### config.mk
export PLATFORM = sky130hd
export DESIGN_NAME = tep_ram
export DESIGN_NICKNAME = d
export VERILOG_FILES = /design/src/hdl/tep_ram.sv
export SDC_FILE = /design/constraint.sdc
export NUM_CORES = 1
export LEC_CHECK = 0
export BUFFER_PORTS_ARGS = -buffer_cell sky130_fd_sc_hd__buf_4
export CORE_UTILIZATION = 36
export DETAILED_ROUTE_END_ITERATION = 10
export PLACE_DENSITY_LB_ADDON = 0.12
export SLEW_MARGIN = 20
export SYNTH_ARGS = -nofsm -noshare
export SYNTH_HDL_FRONTEND = slang
export SYNTH_SLANG_ARGS = --single-unit
### constraint.sdc
create_clock -name clk -period 2.4 [get_ports clk]
set_input_delay 0.48 -clock clk [delete_from_list [all_inputs] [get_ports clk]]
set_output_delay 0.48 -clock clk [all_outputs]
set_load 0.005 [all_outputs]
### src/hdl/tep_ram.sv
`default_nettype none
module tep_ram #(
  parameter int WIDTH = 8,
  parameter int DEPTH = 64
) (
  input  wire logic                     clk,
  input  wire logic                     we,
  input  wire logic [$clog2(DEPTH)-1:0] waddr,
  input  wire logic [WIDTH-1:0]         wdata,
  input  wire logic [$clog2(DEPTH)-1:0] raddr,
  output logic      [WIDTH-1:0]         rdata
);

  logic [WIDTH-1:0] mem [DEPTH];

  // write port
  always_ff @(posedge clk) begin
    if (we) begin
      mem[waddr] <= wdata;
    end
  end

  // registered read port
  always_ff @(posedge clk) begin
    rdata <= mem[raddr];
  end

endmodule
`default_nettype wire

=== Word-level counts from Yosys, hierarchy flattened ===
Memory sizes are Yosys's and may differ from the RTL's. A register that Yosys moved wholly into a read port is not among the register bits.
Cells that the tools add are included.

* Register bits after elaboration: 0
* RAM bits: 512
* Output and inout port bits: 8
* Word-level logic and storage cells: 3
* Memories kept: 1

* Muxes and demuxes: 2

{| class="wikitable"
|+ Memories
! name !! depth !! bits a word !! rd ports !! clocked after Yosys merged registers in !! wr ports !! line !! text
|-
| mem || 64 || 8 || 1 || 1 || 1 || 14 || <nowiki>logic [WIDTH-1:0] mem [DEPTH];</nowiki>
|}

{| class="wikitable"
|+ Operator list
! kind !! count
|-
| 1-bit two-way mux || 2
|}

=== Longest topological paths before layout ===
* Word-level depth: 2
* Gate-level depth with buffers: 9
* Depth with buffers taken out: 5

=== Worst setup path before layout ===
Ideal clock, no wire load.

* Path kind: in2reg
* Start point: input port raddr[1]
* End point: register rdata[3], read port of mem
* Library setup time: 0.128 ns
* Arrival time: 2.020 ns
* Path slack: 0.252 ns
* Stages on the path: 7
* Path buffers: 3
* Cells stage by stage: buf_4 > buf_2 > buf_2 > mux4_2 > mux4_2 > o21ai_1 > o41ai_1

{| class="wikitable"
|+ RTL lines
! element !! line !! text
|-
| from (decl) || 10 || <nowiki>input wire logic [$clog2(DEPTH)-1:0] raddr,</nowiki>
|-
| to (decl) || 11 || <nowiki>output logic [WIDTH-1:0] rdata</nowiki>
|}

==> summary.md <==
| Metric | Value |
|---|---|
| Final core occ | 43.9% |
| Gr usage total | 18.4% |
| Worst EP required | 2.88 ns |
| Share of layout cells above drive strength 1 | 35.1% |
| Max cap viols | 0 |
| Outcome | finished, final reports clean |
| Reg clk slew, reported paths | 0.06 ns |
| Max H-tree Level | 2 |
| Share of the synthesized area in the top cell type | 76.2% |
| Number of synthesis warnings | 0 |
| HP Class | in2reg |
| Hold worst-path end | rdata[0] |
| Routed vias/inst | 5.15 |
| HP Start | raddr[5] |
| Final Slew Violations | 0 |
| Setup slack after layout | 0.341 ns |
| Setup Viol. Count Final | 0 |
| Sequential area share after synthesis | 77.0% |
| Area Overhead vs Synth | 20.1% |
| Fmax | 486 MHz |
| Cells after Synth | 940 |
| DRT Pass-1 Iters | 7 |
| Hold path depth | 3 |
| Critical path arrival | 2.54 ns |
| Clk_skew | 0.0232 ns |
| DRC | 0 |
| Sink Count | 520 |
| Post-synth ARST share | 0% |
| Syn nets | 962 |
| Congestion Overflow GR | 0 |
| Hpwl dp | roughly 32,000 um |
| RePlAce Congestion | 0.801 |
| Worst hold margin | 0.255 ns |
| Total core area | 55,200 sq um |
| Global-route wire length before repair | 74,400 um |
| Top-count cell post-synth | edfxtp_1 |
| Yosys cell types | 40 |
| Post-synth EDFFs | 512 |
| Initial cell density of the core | 36.5% |
| DR vias | 9,926 |
| Mapped Area | 20,200 sq um |
| Slew HR | 46.9% |
| FF+latch area | 15,500 sq um |
| Crit start category | register |
| Power density over the cells | 822 nW/um^2 |
| Leak | 7.86 nW |
| Post-Route WL | about 50,000 um |
| Initial antenna violation count | 0 |
| Fin nets | 1,157 |
| Largest net degree at the start of global routing | 65 |
| Hold-fix buffers, CTS | 0 |
| Fill cells | 4,779 |
| Post-CTS Resized | 0 |
| Avg Inst Size Synth | 21.5 sq um |
| DR iter-0 viols | 680 |
| Die area | roughly 57,000 sq um |
| Post-synth top cells | edfxtp_1, mux4_2, nor2_1 |
| Row count | 86 |
| Post-CTS setup buffers | 0 |
| Worst-Margin Slew | 0.797 ns |
| Post-Place Setup Slack | -0.241 ns |
| Crit path max fanout | 1 |
| Tot Pwr | 19.9 mW |
| Maximum VDD drop | 600 uV |
| Vias in the first global route | approximately 10,000 |
| Reg2Reg Depth | 5 |
| Primary FF master, synth | edfxtp_1 |
| Chip width | 239 um |
| Die Y-Extent | 239 um |
| Clk root buf | clkbuf_16 |
| Ports | 30 |
| Crit path time final | 2.06 ns |
| Post-route ant nets | 0 |
| Post-route insts no fill | 1,926 |
| Kind of critical path | reg2reg |
| Reg2reg end | rdata[4] |
| Synth top area cells | edfxtp_1, mux4_2, nor2_1, mux2i_1, dfxtp_1 |
| Multi-input gate area | 4320 sq um |
| Placed cells | 1,826 |
| Max Buffers Root-to-Sink | 3 |
| Worst reg-to-reg setup slack | 0.34 ns |
| Final hold violations | 0 |
| ANT cells | 0 |
| Dominant cell type by area after synthesis | edfxtp_1 |
| CTS tree | yes |
| Port Buffers | 29 |
| RSZ-0062 raised after global routing | false |
| Worst setup EP type | register |
| FF-to-FF Start | mem[28][4] |
| Final Cycle Share | 85.8% |
| DR WL/cell | 26.4 um |
| Cts bufs inserted | between 50 and 60 |
| Number of synthesized register bits | between 500 and 600 |
| Clock latency on the worst-skew pair | 0.61 ns |
[registers in the layout, summed over array words and instances (netlist names)]
| register | count |
|---|---|
| mem | 512 |
| rdata | 8 |
[cell families after synthesis]
kind of cell           synth area share [%]
DFF                                    77.0
muxes                                  15.9
AOI/OAI and AO/OA                      2.07
buffers and inverters                  1.57
and+or+nand+nor                        3.39
[worst max-delay path, stage by stage, from the launching register on]
cell and delay, ns:
edfxtp_1 0.38, mux4_2 0.47, mux2_2 0.29, o221a_2 0.28, nor3_1 0.38, o32ai_1 0.15
[per-stage QoR]
step,setup TNS (ns),area [sq um]
floorplan,0,20200
global placement,-0.980,22400
detailed placement,-1.13,22400
CTS,0,24200
global route,0,24200
finish,0,24200
[worst max-delay path by stage]
stage	to	slack [ns]	depth (start not counted)	start
2_1_floorplan	rdata[3]	0.25	7	raddr[1]
3_3_place_gp	rdata[3]	-0.23	7	raddr[0]
3_5_place_dp	rdata[4]	-0.24	7	raddr[0]
4_1_cts	rdata[4]	0.34	5	mem[28][4]
5_1_grt	rdata[4]	0.33	5	mem[28][4]
6_report	rdata[4]	0.34	5	mem[28][4]
[where the power goes]
group,total (mW),leakage (nW),internal (mW),switching [mW]
Combinational,1.09,2.29,0.463,0.622
Sequential,10.1,4.67,10.1,0.0434
Clock,8.73,0.902,5.23,3.50
[cell usage in the layout, fill, tap and decap left out, types with 7 or more instances in the layout]
cell type  instances
bufinv_16          9
clkbuf_1          10
clkbuf_16         56
mux4_2           126
mux2_2            13
buf_4            176
o221ai_1           8
nor2b_1           14
o22ai_1            8
edfxtp_1         512
buf_12            12
clkinv_2          12
nand2b_1           7
nand2_1           19
nand3_1           13
mux2i_1           23
nor3_1             7
nor2_1            83
dfxtp_1            8
[routing by layer]
| metal | up-vias | GRT usage (%) | part of all wire, % |
|---|---|---|---|
| li1 | 4320 | - | - |
| met4 | 0 | 4.22 | 1.5 |
| met3 | 58 | 3.15 | 4.4 |
| met2 | 215 | 30.0 | 49 |
| met1 | 5333 | 25.9 | 45 |
| met5 | - | 0 | 0 |
[area by class of cell]
class	count	share of cell area (%)
Clock inverter	34	1.72
Timing Repair Buffer	189	6.50
Clock buffer	66	5.94
Multi-Input combinational cell	369	17.8
Tap cell	748	3.86
Sequential cell	520	64.1
No activity file was read; power rests on OpenSTA's default activity.
